<file path="src/rtl/range_edge_detect_3x3_core_macros.svh">
// assertion macros for the edge detector rtl
// no dependencies; files that check their own logic include this header
`ifndef RANGE_EDGE_DETECT_3X3_CORE_MACROS_SVH
`define RANGE_EDGE_DETECT_3X3_CORE_MACROS_SVH

`ifndef SYNTHESIS
// expr holds at every clock edge out of reset
`define RED3_ASSERT_ALWAYS(lbl, clk_s, rstn_s, expr, msg) \
    lbl: assert property (@(posedge clk_s) disable iff (!rstn_s) (expr)) \
        else $error(msg);
// ante at one edge implies cons at the next
`define RED3_ASSERT_NEXT(lbl, clk_s, rstn_s, ante, cons, msg) \
    lbl: assert property (@(posedge clk_s) disable iff (!rstn_s) (ante) |=> (cons)) \
        else $error(msg);
`else
`define RED3_ASSERT_ALWAYS(lbl, clk_s, rstn_s, expr, msg)
`define RED3_ASSERT_NEXT(lbl, clk_s, rstn_s, ante, cons, msg)
`endif

`endif

</file>
<file path="src/rtl/red3_pkg.sv">
// shared types and constants of the 3x3 range edge detector
// no dependencies; used by every other rtl file but the assertion macro header
package red3_pkg;

    localparam int PIX_W       = 8;
    localparam int COORD_W     = 11;
    localparam int CFG_W       = 12;
    localparam int CFG_IDX_W   = 2;

    localparam int MAX_WIDTH_DEF  = 2048;
    localparam int MAX_HEIGHT_DEF = 2048;
    localparam int FIFO_DEPTH     = 4;

    localparam logic [PIX_W-1:0] EDGE_ON  = 8'd255;
    localparam logic [PIX_W-1:0] EDGE_OFF = 8'd0;

    localparam logic [PIX_W-1:0] THRESHOLD_RST = 8'd32;
    localparam logic [CFG_W-1:0] WIDTH_RST     = 12'd640;
    localparam logic [CFG_W-1:0] HEIGHT_RST    = 12'd480;

    typedef enum logic [CFG_IDX_W-1:0] {
        CFG_THRESHOLD = 2'd0,
        CFG_WIDTH     = 2'd1,
        CFG_HEIGHT    = 2'd2
    } cfg_idx_t;

    // tags of one request that ride along to the result
    typedef struct packed {
        logic               center_valid;
        logic [COORD_W-1:0] center_row;
        logic [COORD_W-1:0] center_col;
        logic               frame_end;
    } ctr_t;

endpackage

</file>
<file path="src/rtl/red3_ifs.sv">
// valid/ready channel interfaces for pixel requests and edge results
// depends on red3_pkg for field widths
interface red3_pix_if;
    logic                        valid;
    logic                        ready;
    logic [red3_pkg::PIX_W-1:0]  pixel_in;
    logic                        frame_start;

    modport source (output valid, output pixel_in, output frame_start, input ready);
    modport sink   (input valid, input pixel_in, input frame_start, output ready);
endinterface


</file>
<file path="src/rtl/red3_front.sv">
// front part: takes pixel requests, tracks row/column and tags each request
// depends on red3_pkg and red3_ifs; pushes into red3_fifo
module red3_front #(
    parameter int MAX_WIDTH  = red3_pkg::MAX_WIDTH_DEF,
    parameter int MAX_HEIGHT = red3_pkg::MAX_HEIGHT_DEF,
    parameter int AW         = $clog2(MAX_WIDTH)
) (
    input  logic                        clk,
    input  logic                        rst_n,
    red3_pix_if.sink                    pixels,
    input  logic [red3_pkg::CFG_W-1:0]  image_width,
    input  logic [red3_pkg::CFG_W-1:0]  image_height,
    input  logic                        q_full,
    output logic                        q_push,
    output logic [red3_pkg::PIX_W-1:0]  q_px,
    output logic [AW-1:0]               q_col,
    output red3_pkg::ctr_t              q_ctr
);

    localparam int RW   = $clog2(MAX_HEIGHT);
    localparam int SZW0 = ($clog2(MAX_WIDTH + 1) > $clog2(MAX_HEIGHT + 1)) ?
                          $clog2(MAX_WIDTH + 1) : $clog2(MAX_HEIGHT + 1);
    localparam int SZW  = (SZW0 > red3_pkg::CFG_W) ? SZW0 : red3_pkg::CFG_W;

    logic [AW-1:0] col_reg, col_next;
    logic [RW-1:0] row_reg, row_next;

    logic [SZW-1:0] w_eff, h_eff;
    logic [SZW-1:0] col_s, row_s, col_a, row_a;
    logic [SZW-1:0] col_inc, row_inc;
    logic [AW-1:0]  col_cur;
    logic [RW-1:0]  row_cur;
    logic [RW-1:0]  row_m1;
    logic [AW-1:0]  col_m1;
    logic           inner;

    assign pixels.ready = !q_full;
    assign q_push       = pixels.valid && !q_full;

    always_comb
    begin
        // clamp the frame size to 3..max
        if (SZW'(image_width) < SZW'(3))
            w_eff = SZW'(3);
        else if (SZW'(image_width) > SZW'(MAX_WIDTH))
            w_eff = SZW'(MAX_WIDTH);
        else
            w_eff = SZW'(image_width);
        if (SZW'(image_height) < SZW'(3))
            h_eff = SZW'(3);
        else if (SZW'(image_height) > SZW'(MAX_HEIGHT))
            h_eff = SZW'(MAX_HEIGHT);
        else
            h_eff = SZW'(image_height);
    end

    always_comb
    begin
        col_s = pixels.frame_start ? '0 : SZW'(col_reg);
        row_s = pixels.frame_start ? '0 : SZW'(row_reg);
        // a counter left past a shrunk size wraps
        if (col_s >= w_eff)
        begin
            col_a = '0;
            row_a = row_s + SZW'(1);
        end
        else
        begin
            col_a = col_s;
            row_a = row_s;
        end
        if (row_a >= h_eff)
        begin
            row_a = '0;
        end
        col_cur = col_a[AW-1:0];
        row_cur = row_a[RW-1:0];
        row_m1  = row_cur - RW'(1);
        col_m1  = col_cur - AW'(1);
        inner   = (row_a >= SZW'(2)) && (col_a >= SZW'(2));

        q_px                = pixels.pixel_in;
        q_col               = col_cur;
        q_ctr.center_valid  = inner;
        q_ctr.center_row    = inner ? red3_pkg::COORD_W'(row_m1) : '0;
        q_ctr.center_col    = inner ? red3_pkg::COORD_W'(col_m1) : '0;
        q_ctr.frame_end     = (row_a == h_eff - SZW'(1)) && (col_a == w_eff - SZW'(1));

        col_inc = col_a + SZW'(1);
        row_inc = row_a + SZW'(1);
        if (col_inc >= w_eff)
        begin
            col_inc = '0;
            if (row_inc >= h_eff)
                row_inc = '0;
        end
        else
        begin
            row_inc = row_a;
        end
        col_next = col_inc[AW-1:0];
        row_next = row_inc[RW-1:0];
    end

    always_ff @(posedge clk or negedge rst_n)
    begin
        if (!rst_n)
        begin
            col_reg <= '0;
            row_reg <= '0;
        end
        else if (q_push)
        begin
            col_reg <= col_next;
            row_reg <= row_next;
        end
    end

endmodule

</file>
<file path="src/flat_wrapper.sv">
// flat-port wrapper written by rule: the top's interface ports become plain ports
module red3_front_flat 
#(
    parameter int MAX_WIDTH  = red3_pkg::MAX_WIDTH_DEF,
    parameter int MAX_HEIGHT = red3_pkg::MAX_HEIGHT_DEF,
    parameter int AW         = $clog2(MAX_WIDTH)
)
  (clk, rst_n, image_width, image_height, q_full, q_push, q_px, q_col, q_ctr, pixels_valid, pixels_pixel_in, pixels_frame_start, pixels_ready);
  red3_pix_if pixels_i ();
  input  logic clk;
  input  logic rst_n;
  input  logic [red3_pkg::CFG_W-1:0] image_width;
  input  logic [red3_pkg::CFG_W-1:0] image_height;
  input  logic q_full;
  output logic q_push;
  output logic [red3_pkg::PIX_W-1:0] q_px;
  output logic [AW-1:0] q_col;
  output red3_pkg::ctr_t q_ctr;
  input wire logic [$bits(pixels_i.valid)-1:0] pixels_valid;
  input wire logic [$bits(pixels_i.pixel_in)-1:0] pixels_pixel_in;
  input wire logic [$bits(pixels_i.frame_start)-1:0] pixels_frame_start;
  output wire logic [$bits(pixels_i.ready)-1:0] pixels_ready;
  assign pixels_i.valid = pixels_valid;
  assign pixels_i.pixel_in = pixels_pixel_in;
  assign pixels_i.frame_start = pixels_frame_start;
  assign pixels_ready = pixels_i.ready;
  red3_front #(.MAX_WIDTH(MAX_WIDTH), .MAX_HEIGHT(MAX_HEIGHT), .AW(AW)) u_core (.clk(clk), .rst_n(rst_n), .pixels(pixels_i), .image_width(image_width), .image_height(image_height), .q_full(q_full), .q_push(q_push), .q_px(q_px), .q_col(q_col), .q_ctr(q_ctr));
endmodule
</file>
<file path="config.mk">
export PLATFORM = sky130hd
export DESIGN_NAME = red3_front_flat
export DESIGN_NICKNAME = d
export VERILOG_FILES = /design/src/rtl/range_edge_detect_3x3_core_macros.svh /design/src/rtl/red3_pkg.sv /design/src/rtl/red3_ifs.sv /design/src/rtl/red3_front.sv /design/src/flat_wrapper.sv
export SDC_FILE = /design/constraint.sdc
export NUM_CORES = 1
export LEC_CHECK = 0
export BUFFER_PORTS_ARGS = -buffer_cell sky130_fd_sc_hd__buf_2
export CORE_ASPECT_RATIO = 0.9
export CORE_UTILIZATION = 53
export DETAILED_ROUTE_END_ITERATION = 6
export GPL_TIMING_DRIVEN = 0
export PLACE_DENSITY_LB_ADDON = 0.3
export RECOVER_POWER = 25
export SKIP_CTS_REPAIR_TIMING = 1
export SLEW_MARGIN = 20
export SYNTH_ARGS = -nofsm -noshare
export SYNTH_HDL_FRONTEND = slang
export SYNTH_SLANG_ARGS = --single-unit
</file>
<file path="constraint.sdc">
create_clock -name clk -period 6.3 [get_ports clk]
set_input_delay 0.315 -clock clk [delete_from_list [all_inputs] [get_ports clk]]
set_output_delay 0.315 -clock clk [all_outputs]
set_load 0.05 [all_outputs]
</file>
# After elaboration in Yosys (flattened, before gate mapping)
# Index checks and enable logic that the tools add are counted.
# totals
output_inout_bits,45
input_bits,37
elab_cells,39
register_bits,22
# classes
addsub,7
mux,14
reduce_logical,4
n_eq_ne,2
n_lt_le_gt_ge,10
# op_table
cell,count
$mux 12,7
$mux 11,7
$ge 12x12->1,4
$add 12x1->12 const B,3
$eq 12x12->1,2
$ge 12x2->1 const B,2
$gt 12x12->1 const B,2
$lt 12x2->1 const B,2
$sub 12x1->12 const B,2
$sub 11x1->11 const B,2
$logic_and 1x1->1,3
$logic_not 1->1,1

# Logic depth before layout (Yosys ltp)
# logic_depth
word_depth,11
mapped_depth,35
depth_no_buf,30

# Worst setup path before layout
# No wires, ideal clock.
# synth_path
path_type,input -> register
start,in image_width[3] (netlist bit)
end,reg u_core.row_reg[8]
path_buffers,4
setup_ps,93
setup_slack_ps,-1676
arrival_time_ps,7883
t_required_ps,6207
path_stages,31
cell_sequence,or4_1 or2_2 o41ai_1 nand2_1 ha_1 nand4_1 o41ai_4 nor2_1 or4b_2 inv_1 ha_1 a211o_1 o22ai_1 a31o_2 clkbuf_1 clkbuf_1 nand2_1 inv_1 ha_1 and4_1 buf_2 nand4_1 xnor2_1 ha_1 a2111oi_0 o21a_1 o211ai_1 nor2_1 clkbuf_1 a21oi_1 o221ai_1
# synth_between
elab_chain_cells,11
word_cells_on_any_way,15
classes_between,add/sub (2); order compare (6); mux (7)
# synth_rtl
item,line,source
from (decl),flat_wrapper.sv:12,input logic [red3_pkg::CFG_W-1:0] image_width;
$gt 12x12->1,red3_front.sv:45,else if (SZW'(image_width) > SZW'(MAX_WIDTH))
$mux 12,red3_front.sv:45,
$mux 12 (*),red3_front.sv:43,if (SZW'(image_width) < SZW'(3))
$ge 12x12->1,red3_front.sv:62,if (col_s >= w_eff)
$mux 12,red3_front.sv:62,
$ge 12x12->1,red3_front.sv:72,if (row_a >= h_eff)
$mux 12,red3_front.sv:72,
$add 12x1->12,red3_front.sv:90,row_inc = row_a + SZW'(1);
$ge 12x12->1,red3_front.sv:94,if (row_inc >= h_eff)
$mux 11,red3_front.sv:94,
$mux 11 (*),red3_front.sv:91,if (col_inc >= w_eff)
to (signal assigned),red3_front.sv:115,row_reg <= row_next;
to (decl),red3_front.sv:26,"logic [RW-1:0] row_reg, row_next;"
# Every way passes the cells marked *; elsewhere a longest branch is shown, timed or not.
# A chain may end at the register's enable or synchronous reset.

# Final worst setup path
# layout_path
start,in image_width[0] (netlist bit)
end,reg u_core.row_reg[2]
# Same word-level chain as after synthesis.

==> flow_summary_export.csv <==
group,metric,value,unit
critical_path,path_max_fanout,8,
floorplanning,io_pins,82,
timing,rsz0062_at_grt,"yes",
critical_path,r2r_cells,34,
synth,yosys.cell_types.count,84,
critical_path,end_kind,"flip-flop",
layout,num_antenna_cells,0,
synth,avgSynthCellArea,7.22,sq um
clock_network,clk_path_buf_depth,2,
critical_path,crit_slowest_cell,"or4b_4",
placement,dp.cells,849,
timing,skew,0.00572,ns
critical_path,r2r_end,"u_core.row_reg[2]",
synth,synth_nets,757,
status,outcome,"finished, violations left",
route,vias,5834,
status,violations,"setup timing",
clock_network,cts_sinks,22,
floorplanning,core,8690,sq um
clock_network,cts_buffers,3,
global_routing,grt_usage,0.346,
layout,fin_cells,892,
global_routing,grt_max_degree,23,
floorplanning,die_h,92.3,microns
route,wl_met3,1960,microns
pwr,swShare,0.470,
route,wl_met2,7460,microns
pwr,p_clk_frac,0.193,
critical_path,cp-start-kind,"primary input",
route,wl_per_cell,19.4,microns
floorplanning,start_util,0.552,
pwr,p_per_area,113,nW/um^2
global_routing,antenna_found_initial,0,
route,drtIter0Drc,681,
route,postRouteAntennaNets,0,
timing,max_slew_margin,0.120,
timing,slew_viol_final,0,
synth,async_flop_share,1.00,
route,drt-met1-wl,7520,microns
layout,fin_nets,867,
timing,fin_crit,7.13,ns
timing,setup_slack,-0.834,ns
placement,gp_congestion,0.991,
pwr,vdd_drop_max,0.224,mV
floorplanning,die_w,102,microns
clock_network,cts.clk_slew.worst_paths,0.08,ns
route,drc,0,
placement,dp_slack,-2.32,ns
clock_network,clk_latency,0.26,ns
pwr,power_leakage,2.88,nW
placement,place.detailed.hpwl,13100,microns
floorplanning,dieArea,9440,sq um
floorplanning,rows,32,
critical_path,slowest_delay,0.60,ns
clock_network,cts_root_buf,"clkbuf_8",
pwr,p_int,368,uW
synth,syn_inst,664,
route,routed_wl,17300,microns
global_routing,grt_pass1_wl,25300,microns
layout,drive_above_1_share,0.276,
timing,whs,0.324,ns
hold_path,hold_path.class,"primary input to async pin",
pwr,switching_power,326,uW
route,viasPerCell,6.54,
layout,area_growth,27.6,%
pwr,p_total,694,uW
timing,period_share,1.13,
critical_path,worst-r2r-setup-slack,-0.36,ns
route,routed.top_layer,"met4",
run,cap_violations,0,
critical_path,crit_type,"primary input to flip-flop",
global_routing,grt_pass1_vias,4941,
critical_path,worstPathRequired,6.48,ns
pwr,pwr-share-comb,0.591,
placement,dpl_cell_area,5420,sq um
clock_network,cts_tree,"done",
critical_path,reg2reg_from,"u_core.col_reg[10]",
placement,port_buffers,66,
pwr,power_frac_seq,0.217,
timing,worst_slew_pin_slew,1.32,ns
route,first_pass_iters,5,
synth,ys_seq_area_frac,0.115,
clock_network,h-tree-depth,1,
synth,yosysWarnings,0,
timing,setup_viol,23,
layout,utilization,0.705,
global_routing,overflow,0,
synth,synth-edff-count,0,
synth,ys.flop_type,"dfrtp_1",
critical_path,cp.arrival,7.32,ns
timing,finalSetupTns,-9.16,ns
timing,fmax,140,MHz
synth,netlist_area,4800,sq um
layout,finalInstanceArea,6120,sq um
synth,synth_seq_cells,22,
timing,finalHoldViolCount,0,
## cells in the mapped netlist, drive strengths merged (3+ instances only)
master   count  area, sq um
nor2        59          221
o41ai        6         71.3
or4b         3         30.0
buf         14         92.6
xnor2       31          279
a2111oi      3         51.3
o21a        10         75.1
a31o         3         26.3
or2          3         18.8
or3          6         37.5
and2         8         50.1
nor2b       12         75.1
a22o         7         61.3
xor2        13          114
nand3       23          120
a211o        4         35.0
a22oi        4         30.0
mux2i        9         90.1
inv         33          124
nand2b       5         38.8
o2111ai      6         52.6
nor3        22          115
o41a         3         35.0
o21ai       46          234
a21o        11         83.8
or4          5         41.3
nand2       85          319
and3         9         57.6
nand4        6         37.5
o31ai        3         22.5
ha          56          701
a32oi        3         26.3
clkbuf      27          103
dfrtp       22          551
mux2         3         37.5
o211ai       7         80.1
nor4        14          109
a21oi       39          195
o22ai        3         18.8
and4b        4         41.3
a31oi        7         43.8
## layer usage
metal,up-vias,GRT usage
met5,-,0
met4,0,0.100
met3,44,0.0495
met2,412,0.508
met1,2714,0.515
li1,2664,-
## power groups by stage
stage	clock network [mW]	logic [mW]	registers [mW]
4_1_cts	0.136	0.375	0.150
3_5_place_dp	0	0.372	0.153
6_report	0.134	0.410	0.150
2_1_floorplan	0	0.284	0.152
5_1_grt	0.141	0.435	0.151
3_3_place_gp	0	0.364	0.153
## cell usage in the layout, fill, tap and decap left out, types with 7 or more instances in the layout
| master | netlist | routed |
|---|---|---|
| xnor2_1 | 30 | 26 |
| o21ai_1 | 2 | 8 |
| a21o_1 | 10 | 10 |
| nor3_1 | 21 | 19 |
| clkbuf_1 | 26 | 17 |
| buf_6 | 0 | 7 |
| buf_4 | 9 | 49 |
| a22o_1 | 7 | 7 |
| ha_1 | 56 | 50 |
| nor2b_1 | 12 | 12 |
| a21oi_1 | 39 | 32 |
| dfrtp_1 | 22 | 22 |
| and3_1 | 8 | 8 |
| buf_2 | 5 | 64 |
| inv_1 | 32 | 28 |
| mux2i_1 | 9 | 8 |
| nand3_1 | 22 | 22 |
| o21a_1 | 10 | 10 |
| o21ai_0 | 43 | 36 |
| nor4_1 | 12 | 11 |
| xor2_1 | 13 | 11 |
| nor2_1 | 59 | 51 |
| nand2_1 | 85 | 82 |
## worst max-delay path by stage
stage | to | slack (ns) | cells past startpoint | start
after CTS | u_core.row_reg[8] | -2.07 | 27 | image_width[2]
final | u_core.row_reg[2] | -0.83 | 35 | image_width[0]
after detailed placement | u_core.row_reg[8] | -2.32 | 27 | image_width[2]
after floorplan | u_core.row_reg[10] | -0.74 | 30 | image_width[0]
after global placement | u_core.row_reg[4] | -2.16 | 27 | image_width[2]
after global routing | u_core.row_reg[2] | -0.93 | 35 | image_width[0]
## worst max-delay path, delay by kind of cell
kind,cells,cell delay (ns)
AOI/OAI and AO/OA,10,2.02
xor gates and xnor gates,1,0.16
adders and majority gates,4,0.88
buffers and inverters,9,1.18
and+or+nand+nor,11,2.74
## area by class of cell
type / instances / area [sq um]
clock inverters: 1 / 30.0
repair buffers: 106 / 671
clock buffers: 3 / 41.3
flip-flops and latches: 22 / 551
well taps: 119 / 149
inverters: 33 / 126
fillers: 691 / 2560
plain buffers: 40 / 253
multi-input cells: 568 / 4300
## cells by family after synthesis
| kind of cell | Yosys count | synth area share |
|---|---|---|
| simple gates | 273 | 0.290 |
| flops | 22 | 0.115 |
| xor+xnor | 44 | 0.0819 |
| buf+inv | 74 | 0.0665 |
| mux | 12 | 0.0266 |
| compound gates | 183 | 0.275 |
| fa+ha+maj | 56 | 0.146 |
(Power assumes the default switching activity.)
