==> config.mk <==
export PLATFORM = sky130hd
export DESIGN_NAME = red3_fifo
export DESIGN_NICKNAME = d
export VERILOG_FILES = /design/src/rtl/red3_pkg.sv /design/src/rtl/red3_fifo.sv
export VERILOG_INCLUDE_DIRS = /design/src /design/src/rtl
export SDC_FILE = /design/constraint.sdc
export NUM_CORES = 1
export LEC_CHECK = 0
export BUFFER_PORTS_ARGS = -buffer_cell sky130_fd_sc_hd__buf_4
export CAP_MARGIN = 20
export CORE_ASPECT_RATIO = 0.75
export CORE_MARGIN = 1.5
export CORE_UTILIZATION = 55
export DETAILED_ROUTE_END_ITERATION = 10
export GPL_ROUTABILITY_DRIVEN = 0
export PLACE_DENSITY = 0.79
export SLEW_MARGIN = 20
export SYNTH_ARGS = -nofsm -noshare
export SYNTH_HDL_FRONTEND = slang
export SYNTH_SLANG_ARGS = --single-unit
export TNS_END_PERCENT = 50
==> constraint.sdc <==
create_clock -name clk -period 2.5 [get_ports clk]
set_input_delay 0.125 -clock clk [delete_from_list [all_inputs] [get_ports clk]]
set_output_delay 0.125 -clock clk [all_outputs]
set_load 0.005 [all_outputs]
==> src/rtl/range_edge_detect_3x3_core_macros.svh <==
// assertion macros for the edge detector rtl
// no dependencies; files that check their own logic include this header
`ifndef RANGE_EDGE_DETECT_3X3_CORE_MACROS_SVH
`define RANGE_EDGE_DETECT_3X3_CORE_MACROS_SVH

`ifndef SYNTHESIS
// expr holds at every clock edge out of reset
`define RED3_ASSERT_ALWAYS(lbl, clk_s, rstn_s, expr, msg) \
    lbl: assert property (@(posedge clk_s) disable iff (!rstn_s) (expr)) \
        else $error(msg);
// ante at one edge implies cons at the next
`define RED3_ASSERT_NEXT(lbl, clk_s, rstn_s, ante, cons, msg) \
    lbl: assert property (@(posedge clk_s) disable iff (!rstn_s) (ante) |=> (cons)) \
        else $error(msg);
`else
`define RED3_ASSERT_ALWAYS(lbl, clk_s, rstn_s, expr, msg)
`define RED3_ASSERT_NEXT(lbl, clk_s, rstn_s, ante, cons, msg)
`endif

`endif

==> src/rtl/red3_pkg.sv <==
// shared types and constants of the 3x3 range edge detector
// no dependencies; used by every other rtl file but the assertion macro header
package red3_pkg;

    localparam int PIX_W       = 8;
    localparam int COORD_W     = 11;
    localparam int CFG_W       = 12;
    localparam int CFG_IDX_W   = 2;

    localparam int MAX_WIDTH_DEF  = 2048;
    localparam int MAX_HEIGHT_DEF = 2048;
    localparam int FIFO_DEPTH     = 4;

    localparam logic [PIX_W-1:0] EDGE_ON  = 8'd255;
    localparam logic [PIX_W-1:0] EDGE_OFF = 8'd0;

    localparam logic [PIX_W-1:0] THRESHOLD_RST = 8'd32;
    localparam logic [CFG_W-1:0] WIDTH_RST     = 12'd640;
    localparam logic [CFG_W-1:0] HEIGHT_RST    = 12'd480;

    typedef enum logic [CFG_IDX_W-1:0] {
        CFG_THRESHOLD = 2'd0,
        CFG_WIDTH     = 2'd1,
        CFG_HEIGHT    = 2'd2
    } cfg_idx_t;

    // tags of one request that ride along to the result
    typedef struct packed {
        logic               center_valid;
        logic [COORD_W-1:0] center_row;
        logic [COORD_W-1:0] center_col;
        logic               frame_end;
    } ctr_t;

endpackage

==> src/rtl/red3_fifo.sv <==
// short request queue between the front (counters) and back (window) parts
// depends on red3_pkg and the assertion macro header
`include "range_edge_detect_3x3_core_macros.svh"

module red3_fifo #(
    parameter int DW    = 32,
    parameter int DEPTH = red3_pkg::FIFO_DEPTH
) (
    input  logic          clk,
    input  logic          rst_n,
    input  logic          push,
    input  logic [DW-1:0] din,
    input  logic          pop,
    output logic [DW-1:0] dout,
    output logic          full,
    output logic          empty
);

    localparam int PW = (DEPTH > 1) ? $clog2(DEPTH) : 1;
    localparam int CW = $clog2(DEPTH + 1);

    logic [DW-1:0] slot_reg [DEPTH];
    logic [PW-1:0] wr_ptr_reg, wr_ptr_next;
    logic [PW-1:0] rd_ptr_reg, rd_ptr_next;
    logic [CW-1:0] count_reg, count_next;

    assign full  = (count_reg == CW'(DEPTH));
    assign empty = (count_reg == '0);
    assign dout  = slot_reg[rd_ptr_reg];

    always_comb
    begin
        wr_ptr_next = wr_ptr_reg;
        rd_ptr_next = rd_ptr_reg;
        count_next  = count_reg;
        if (push)
        begin
            wr_ptr_next = (wr_ptr_reg == PW'(DEPTH - 1)) ? '0 : wr_ptr_reg + PW'(1);
        end
        if (pop)
        begin
            rd_ptr_next = (rd_ptr_reg == PW'(DEPTH - 1)) ? '0 : rd_ptr_reg + PW'(1);
        end
        if (push && !pop)
        begin
            count_next = count_reg + CW'(1);
        end
        else if (pop && !push)
        begin
            count_next = count_reg - CW'(1);
        end
    end

    always_ff @(posedge clk or negedge rst_n)
    begin
        if (!rst_n)
        begin
            wr_ptr_reg <= '0;
            rd_ptr_reg <= '0;
            count_reg  <= '0;
        end
        else
        begin
            wr_ptr_reg <= wr_ptr_next;
            rd_ptr_reg <= rd_ptr_next;
            count_reg  <= count_next;
        end
    end

    always_ff @(posedge clk)
    begin
        if (push)
        begin
            slot_reg[wr_ptr_reg] <= din;
        end
    end

    `RED3_ASSERT_ALWAYS(a_count_bound, clk, rst_n, count_reg <= CW'(DEPTH), "queue count past depth")
    `RED3_ASSERT_NEXT(a_fill, clk, rst_n, push && !pop, count_reg == $past(count_reg) + CW'(1), "queue fill lost")
    `RED3_ASSERT_NEXT(a_drain, clk, rst_n, pop && !push, count_reg == $past(count_reg) - CW'(1), "queue drain lost")

endmodule

== Yosys cells after proc, flatten, opt, wreduce, memory -nomap -nowiden ==
Memories as Yosys holds them, arrays and structs flattened.
Index checks and enable logic that the tools add are counted.

* Register bits after elaboration: 7
* Latch bits: 0
* Memory bits (writable): 128
* Input bits: 36
* Memory bits (read-only): 0
* Memories: 1

* Shift operators: 0
* Bitwise operators: 0
* Divide/modulo/power cells: 0
* Reduce and logical (&&, ||, !) cells: 6
* Add/sub/neg operators: 4
* Multipliers: 0
* Equal/unequal tests: 3
* Order comparisons: 0
* Multiplexer cells: 6

{| class="wikitable"
|+ Memories
! memory !! depth !! width !! rd ports !! clocked after Yosys merged registers in !! wr ports !! line !! RTL
|-
| slot_reg || 4 || 32 || 1 || 0 || 1 || red3_fifo.sv:22 || <nowiki>logic [DW-1:0] slot_reg [DEPTH];</nowiki>
|}

{| class="wikitable"
|+ Operator list
! cell !! number
|-
| $mux 3 || 2
|-
| $add 2x1->2 const B || 2
|-
| $eq 2x2->1 const B || 2
|-
| $mux 2 || 2
|-
| $add 3x1->3 const B || 1
|-
| $eq 3x3->1 const B || 1
|-
| $logic_not 3->1 || 1
|-
| $sub 3x1->3 const B || 1
|-
| $logic_and 1x1->1 || 2
|-
| $logic_not 1->1 || 2
|-
| $mux 1 || 2
|-
| $reduce_bool 2->1 || 1
|}

== Longest topological paths before layout ==
Gate-level depths: netlist (run 1).

* Word-level depth: 4
* Depth in mapped cells: 7

== Least setup slack after synthesis (run 1) ==
No wires, ideal clock.

* Kind: register to register
* From: register wr_ptr_reg[0]
* To: memory slot_reg[2][0] (enable)
* Clock period less this slack: 1.805 ns
* Arrival time: 1.413 ns
* Slack: 0.695 ns
* Required time: 2.108 ns
* Stages on the path, launching flop included: 4
* Cell sequence: dfrtp_1 -> inv_1 -> ha_1 -> and2_1

{| class="wikitable"
|+ RTL lines
! element !! line !! RTL
|-
| start: declaration || red3_fifo.sv:23 || <nowiki>logic [PW-1:0] wr_ptr_reg, wr_ptr_next;</nowiki>
|-
| start signal: assignment || red3_fifo.sv:64 || <nowiki>wr_ptr_reg <= wr_ptr_next;</nowiki>
|-
| end: declaration || red3_fifo.sv:22 ||
|}

No word-level cell before the write port.

== Final worst setup path (run 1) ==
* From: register rd_ptr_reg[0]
* To: output port dout[9]

* Word-level cells in the longest chain between the ends: 1

{| class="wikitable"
|+ Ends and longest elaborated chain
! element !! line !! RTL
|-
| start: declaration || red3_fifo.sv:24 || <nowiki>logic [PW-1:0] rd_ptr_reg, rd_ptr_next;</nowiki>
|-
| start signal: assignment || red3_fifo.sv:65 || <nowiki>rd_ptr_reg <= rd_ptr_next;</nowiki>
|-
| $mem_v2 4x32 || -- ||
|-
| end: declaration || red3_fifo.sv:14 || <nowiki>output logic [DW-1:0] dout,</nowiki>
|}

No other way between the ends.

==> impl_metrics.yaml, run 1 <==
run_status:
  status: "complete, no violations"
placement:
  port_buffers: 69
  dp_hpwl_um: 5410
floorplan:
  ioPinCount: 70
  initial_core_util_pct: 56.4
  die_y_um: 86.2
  dieArea_um2: 9830
  fp.dieW_um: 114
  core_um2: 9010
  rows: 30
logic_synthesis:
  ys.flop_type: "edfxtp_1"
  yosys_warnings: 0
  synth_area_leader_cell: "edfxtp_1"
  synthCells: 205
  yosysSeqAreaShare_pct: 79.1
  avgSynthCellArea_um2: 24.8
  synthSimpleGateAreaFrac_pct: 1.11
  synth-compound-area-share_pct: 0.197
  ys_ff_latch: 135
  yosysMostFrequentCell: "edfxtp_1"
  synth_adder_area_share_pct: 1.87
  syn_nets: 248
  synth-xor-area-share_pct: 0.517
  synth_edf_count: 128
  synth_top_family_by_area: "multiplexers"
  syn_area_um2: 5080
  async_reset_ff_share_pct: 5.19
  synth.top_cell.area_share_pct: 75.6
  synth_cell_types: 20
  synth_mux_area_share_pct: 15.1
  synthTopCellsByCount: "128 x edfxtp_1, 28 x mux4_2, 7 x dfrtp_1"
  synth_top_cells_by_area: "edfxtp_1 76%, mux4_2 12%, dfrtp_1 3.4%, mux4_1 2.1%, ha_1 1.5%"
clock_tree:
  root_buffer: "clkbuf_16"
  cts_max_path_buffers: 2
  htreeDepth: 4
  cts_post_setup_buffers_inserted: 0
  clk_pin_slew_ns: 0.05
  cts_inserted_buffers: 17
  cts_tree: "done"
  clock_latency_ns: 0.41
  cts.sinks: 135
global_routing:
  grt_pass1_vias: 2633
  grt_start_max_net_pins: 22
  antenna_found_initial: 0
  grtUsageTotal_pct: 20.5
  grt_pass1_wl_um: 14000
  overflow: 0
timing:
  rsz0062_at_grt: "false"
  fin_worst_skew_ns: 0.00434
  post-route-period-util_pct: 89.8
  worstMarginPinSlew_ns: 0.570
  slew_violations: 0
  setup_violations: 0
  max_freq_mhz: 446
  tns_ns: 0
  finalHoldViolCount: 0
  timing.final.crit_period_ns: 2.24
  max_slew_margin_pct: 62.0
power:
  vdd_drop_max_v: 0.000730
  finalPower_mw: 7.63
  power.leakage_nw: 2.43
  powerDensity_nw_per_um2: 1140
min_path:
  min_path_type: "in -> async"
critical_path:
  timing.rr.start: "wr_ptr_reg[0]"
  rr_worst_depth: 4
  crit_path_start_kind: "register"
  rr_endpoint: "slot_reg[0][2]"
  endpoint_kind: "primary output"
  required_ns: 2.38
  cp_max_fo: 17
  path_class: "reg -> out"
  reg2reg_slack_ns: 0.80
  arrival_ns: 2.12
drt:
  drcViolationCount: 0
  ant_nets: 0
  first_pass_iters: 4
  vias: 2451
  drt-total-wl_um: 8950
  vias_per_cell: 5.39
  drt_iter0_markers: 144
  wl_per_cell_um: 19.7
job:
  max-cap-violations: 0
layout:
  fill_cells: 512
  drive_gt1_share_pct: 41.1
  antennaDiodeCount: 0
  syn2layout_area_growth_pct: 32.1
  fin_nets: 373
  largest_reg_flops: 128
-- worst max path at each step --
stage	start	to	slack, ns	depth (start not counted)
6_report	rd_ptr_reg[0]	dout[9]	0.26	3
5_1_grt	rd_ptr_reg[0]	dout[9]	0.11	3
4_1_cts	rd_ptr_reg[0]	dout[6]	0.18	3
3_5_place_dp	rd_ptr_reg[0]	dout[6]	0.62	3
3_3_place_gp	rd_ptr_reg[0]	dout[25]	0.64	3
2_1_floorplan	wr_ptr_reg[0]	slot_reg[2][0]	0.69	3
-- routing by layer --
layer	vias to the layer above	GRT usage, %	wire length (um)
met5	-	0	0
met4	0	8.52	161
met2	84	33.2	4570
met3	17	7.83	583
li1	1113	-	-
met1	1237	25.4	3630
-- power breakdown --
part	internal (mW)	total [mW]	leakage [nW]	switching, mW
logic	1.17	2.02	0.881	0.851
registers	2.92	3.11	1.26	0.198
clock network	1.65	2.50	0.290	0.846
total	5.74	7.63	2.43	1.89
-- cells by family (layout without fill, tap and decap cells) --
| logic type | Yosys count | in the layout |
|---|---|---|
| DFF | 135 | 135 |
| and+or+nand+nor | 11 | 11 |
| buffers and inverters | 12 | 150 |
| AOI/OAI and AO/OA | 2 | 2 |
| muxes | 35 | 35 |
| xor gates and xnor gates | 3 | 3 |
| adders and majority gates | 7 | 7 |
-- cell usage in the layout (no fill, tap or decap), types with 3 or more instances in the layout --
cell type,Yosys,routed
edfxtp_1,128,128
buf_4,0,76
dlygate4sd3_1,0,35
mux4_2,28,28
clkbuf_16,0,17
ha_1,6,6
dfrtp_1,7,6
inv_1,4,4
and2_2,0,4
mux4_1,4,4
clkbuf_1,1,4
bufinv_16,0,4
clkinv_2,0,4
mux2_2,3,3
nor2_1,3,3
buf_12,3,3
-- layout make-up --
class                      instances  area (um2)  area share, %
inverter                           4        15.0          0.224
tap                              112         140           2.09
timing repair buffer             114         981           14.6
clock buffer                      21         440           6.56
multi-input combinational         58         962           14.3
sequential                       135        4020           59.9
clock inverter                    11         155           2.31
-- stage by stage --
| stage | cell area, um2 | worst slack [ns] | util (%) | hold WS, ns | instances |
|---|---|---|---|---|---|
| after floorplan | 5080 | 0.695 | - | -0.171 | 205 |
| after global placement | 5770 | 0.640 | 64.0 | -0.0544 | 388 |
| after detailed placement | 5770 | 0.621 | 64.0 | -0.0550 | 388 |
| after CTS | 6710 | 0.176 | 74.5 | 0.0471 | 455 |
| after global routing | 6710 | 0.110 | 74.5 | 0.0631 | 455 |
| final | 6710 | 0.256 | 74.5 | 0.0629 | 455 |
-- critical path, cell delays in order (launching register included) --
cell and delay (ns):
dfrtp_2 0.73, buf_4 0.30, mux4_2 0.52, buf_4 0.15
-- what timing repair did --
| item | 4_1_cts | 5_1_grt |
|---|---|---|
| hold buffers | 35 | 0 |
| resized for setup | 0 | 0 |
| endpoints found under the hold margin | 139 | 0 |
| setup endpoints to repair | 0 | 0 |
Note: power is estimated with default switching activity, not from simulation.
==> run 2: changes to the inputs <==
Settings changed: CORE_UTILIZATION 55 to 51, PLACE_DENSITY 0.79 to 0.77.
Clock period 2.5 ns to 2 ns, I/O delays scaled along.
==> run 2 against run 1 <==
  * Global-route usage down 1.1 points
  * Setup slack worse by 0.13 ns
  * Cell area up 0.43%
  * Clock skew up 0.0038 ns
  * Die area up 7.6%
  * Clock power up 22%
  * Final cell count up 4.4%
  * Count of clock-buffer cells in the layout down 3
  * Critical endpoint is now dout[23]
  * Largest cell class unchanged
==> impl_metrics.yaml, run 2 (synthesis results as in run 1) <==
power:
  clkPwrFrac_pct: 32.4
  seqPwrFrac_pct: 40.7
  swShare_pct: 25.4
  power.leakage_nw: 2.42
  vdd_drop_max_v: 0.000787
  netSwitchingPower_mw: 2.40
  pwr-share-comb_pct: 26.9
  powerDensity_nw_per_um2: 1400
  finalPower_mw: 9.46
  p_int_mw: 7.06
clock_tree:
  root_buffer: "clkbuf_16"
  clk_pin_slew_ns: 0.06
  hold_buffers: 35
  cts_tree: "done"
  cts_max_path_buffers: 2
  htreeDepth: 4
  clock_latency_ns: 0.41
  cts.sinks: 135
  cts-resized-gates: 0
  cts_post_setup_buffers_inserted: 0
  cts_inserted_buffers: 17
layout:
  largest_reg_flops: 128
  instances_no_fill: 475
  fin_nets: 373
  fill_cells: 583
  drive_gt1_share_pct: 41.4
  final_cell_mix: "128 x edfxtp_1, 75 x buf_4, 35 x dlygate4sd3_1"
  syn2layout_area_growth_pct: 32.7
  fin_util_pct: 69.8
  antennaDiodeCount: 0
  final_common_cell: "edfxtp_1"
critical_path:
  endpoint_kind: "primary output"
  arrival_ns: 1.77
  crit_path_start_kind: "register"
  cp_slowest_stage_delay_ns: 0.60
  path_class: "reg -> out"
  crit_family: "multiplexers"
  critPathBufInv: 2
  cp_max_fo: 25
  crit_path_cell_trace: "buf_12 -> mux4_1 -> buf_4"
  required_ns: 1.90
  slowest_stage: "mux4_1"
global_routing:
  grt_use_met1_pct: 24.0
  grt_pass1_wl_um: 14500
  top_usage_layer: "met2"
  use_met2_pct: 32.8
  grtUsageTotal_pct: 19.5
  use_met3_pct: 5.93
  antenna_found_initial: 0
  overflow: 0
  grt_pass1_vias: 2739
  grt_start_max_net_pins: 26
drt:
  drcViolationCount: 0
  drt_iter0_markers: 96
  first_pass_iters: 4
  vias_per_cell: 5.20
  wl_per_cell_um: 19.5
  drt-total-wl_um: 9270
  vias: 2471
  ant_nets: 0
timing:
  timing.final.crit_period_ns: 1.87
  post-route-period-util_pct: 93.7
  setup_violations: 0
  tns_ns: 0
  slew_violations: 0
  fin_worst_skew_ns: 0.00810
  finalHoldViolCount: 0
  max_freq_mhz: 533
  worstMarginPinSlew_ns: 0.334
  worst_slack_ns: 0.125
  rsz0062_at_grt: "false"
  max_slew_margin_pct: 77.7
job:
  max-cap-violations: 0
placement:
  port_buffers: 69
  placedCellCount: 408
  dp_slack_ns: 0.482
  dp_hpwl_um: 5420
floorplan:
  rows: 31
  core_um2: 9660
  dieArea_um2: 10600
  die_y_um: 89.4
  fp.dieW_um: 118
  initial_core_util_pct: 52.6
  ioPinCount: 70
min_path:
  min_path_type: "in -> async"
run_status:
  status: "complete, no violations"
## run 2: worst paths after layout
path | start | endpoint | slack (ns) | depth (start not counted)
max in group asynchronous | rst_n | rd_ptr_reg[1] | 1.83 | 2
setup / recovery | rd_ptr_reg[0] | dout[23] | 0.13 | 3
setup reg to reg | wr_ptr_reg[0] | slot_reg[2][14] | 0.48 | 4
hold reg to reg | count_reg[2] | count_reg[2] | 0.50 | 1
min in group clk | din[5] | slot_reg[1][5] | 0.44 | 2
hold / removal | rst_n | count_reg[2] | 0.03 | 2
## run 2: final cells by class
cell class                 instances  area (um2)  area share, %
multi-input combinational         58         962           14.3
clock buffer                      18         429           6.36
clock inverter                    14         156           2.32
sequential                       135        4020           59.6
inverter                           4        15.0          0.223
timing repair buffer             114         993           14.7
tap                              132         165           2.45
## run 2: per-stage QoR
| step | hold slack, ns | cell area, um2 |
|---|---|---|
| 6_report | 0.0339 | 6740 |
| 3_3_place_gp | -0.0813 | 5810 |
| 3_5_place_dp | -0.0811 | 5810 |
| 4_1_cts | 0.0227 | 6740 |
| 2_1_floorplan | -0.196 | 5080 |
| 5_1_grt | 0.0356 | 6740 |
## run 2: per-layer routing
metal | wire, um | up-vias | part of all wire, %
met1 | 4020 | 1271 | 43
met3 | 418 | 6 | 4.5
met4 | 55 | 0 | 0.59
li1 | - | 1115 | -
met5 | 0 | - | 0
met2 | 4780 | 79 | 52
## run 2: power groups by stage
stage / clock (mW) / combinational, mW / sequential (mW)
after global routing: 3.23 / 2.75 / 3.90
after detailed placement: 0 / 2.53 / 3.91
after global placement: 0 / 2.48 / 3.88
final: 3.06 / 2.55 / 3.85
after floorplan: 0 / 1.55 / 3.81
after CTS: 3.10 / 2.60 / 3.86
## run 2: worst reg2reg max path, cell delays in order, from the launching register on
cell and delay, ns:
dfrtp_1 0.41, inv_1 0.11, ha_1 0.16, and2_2 0.29
buf_12 0.24
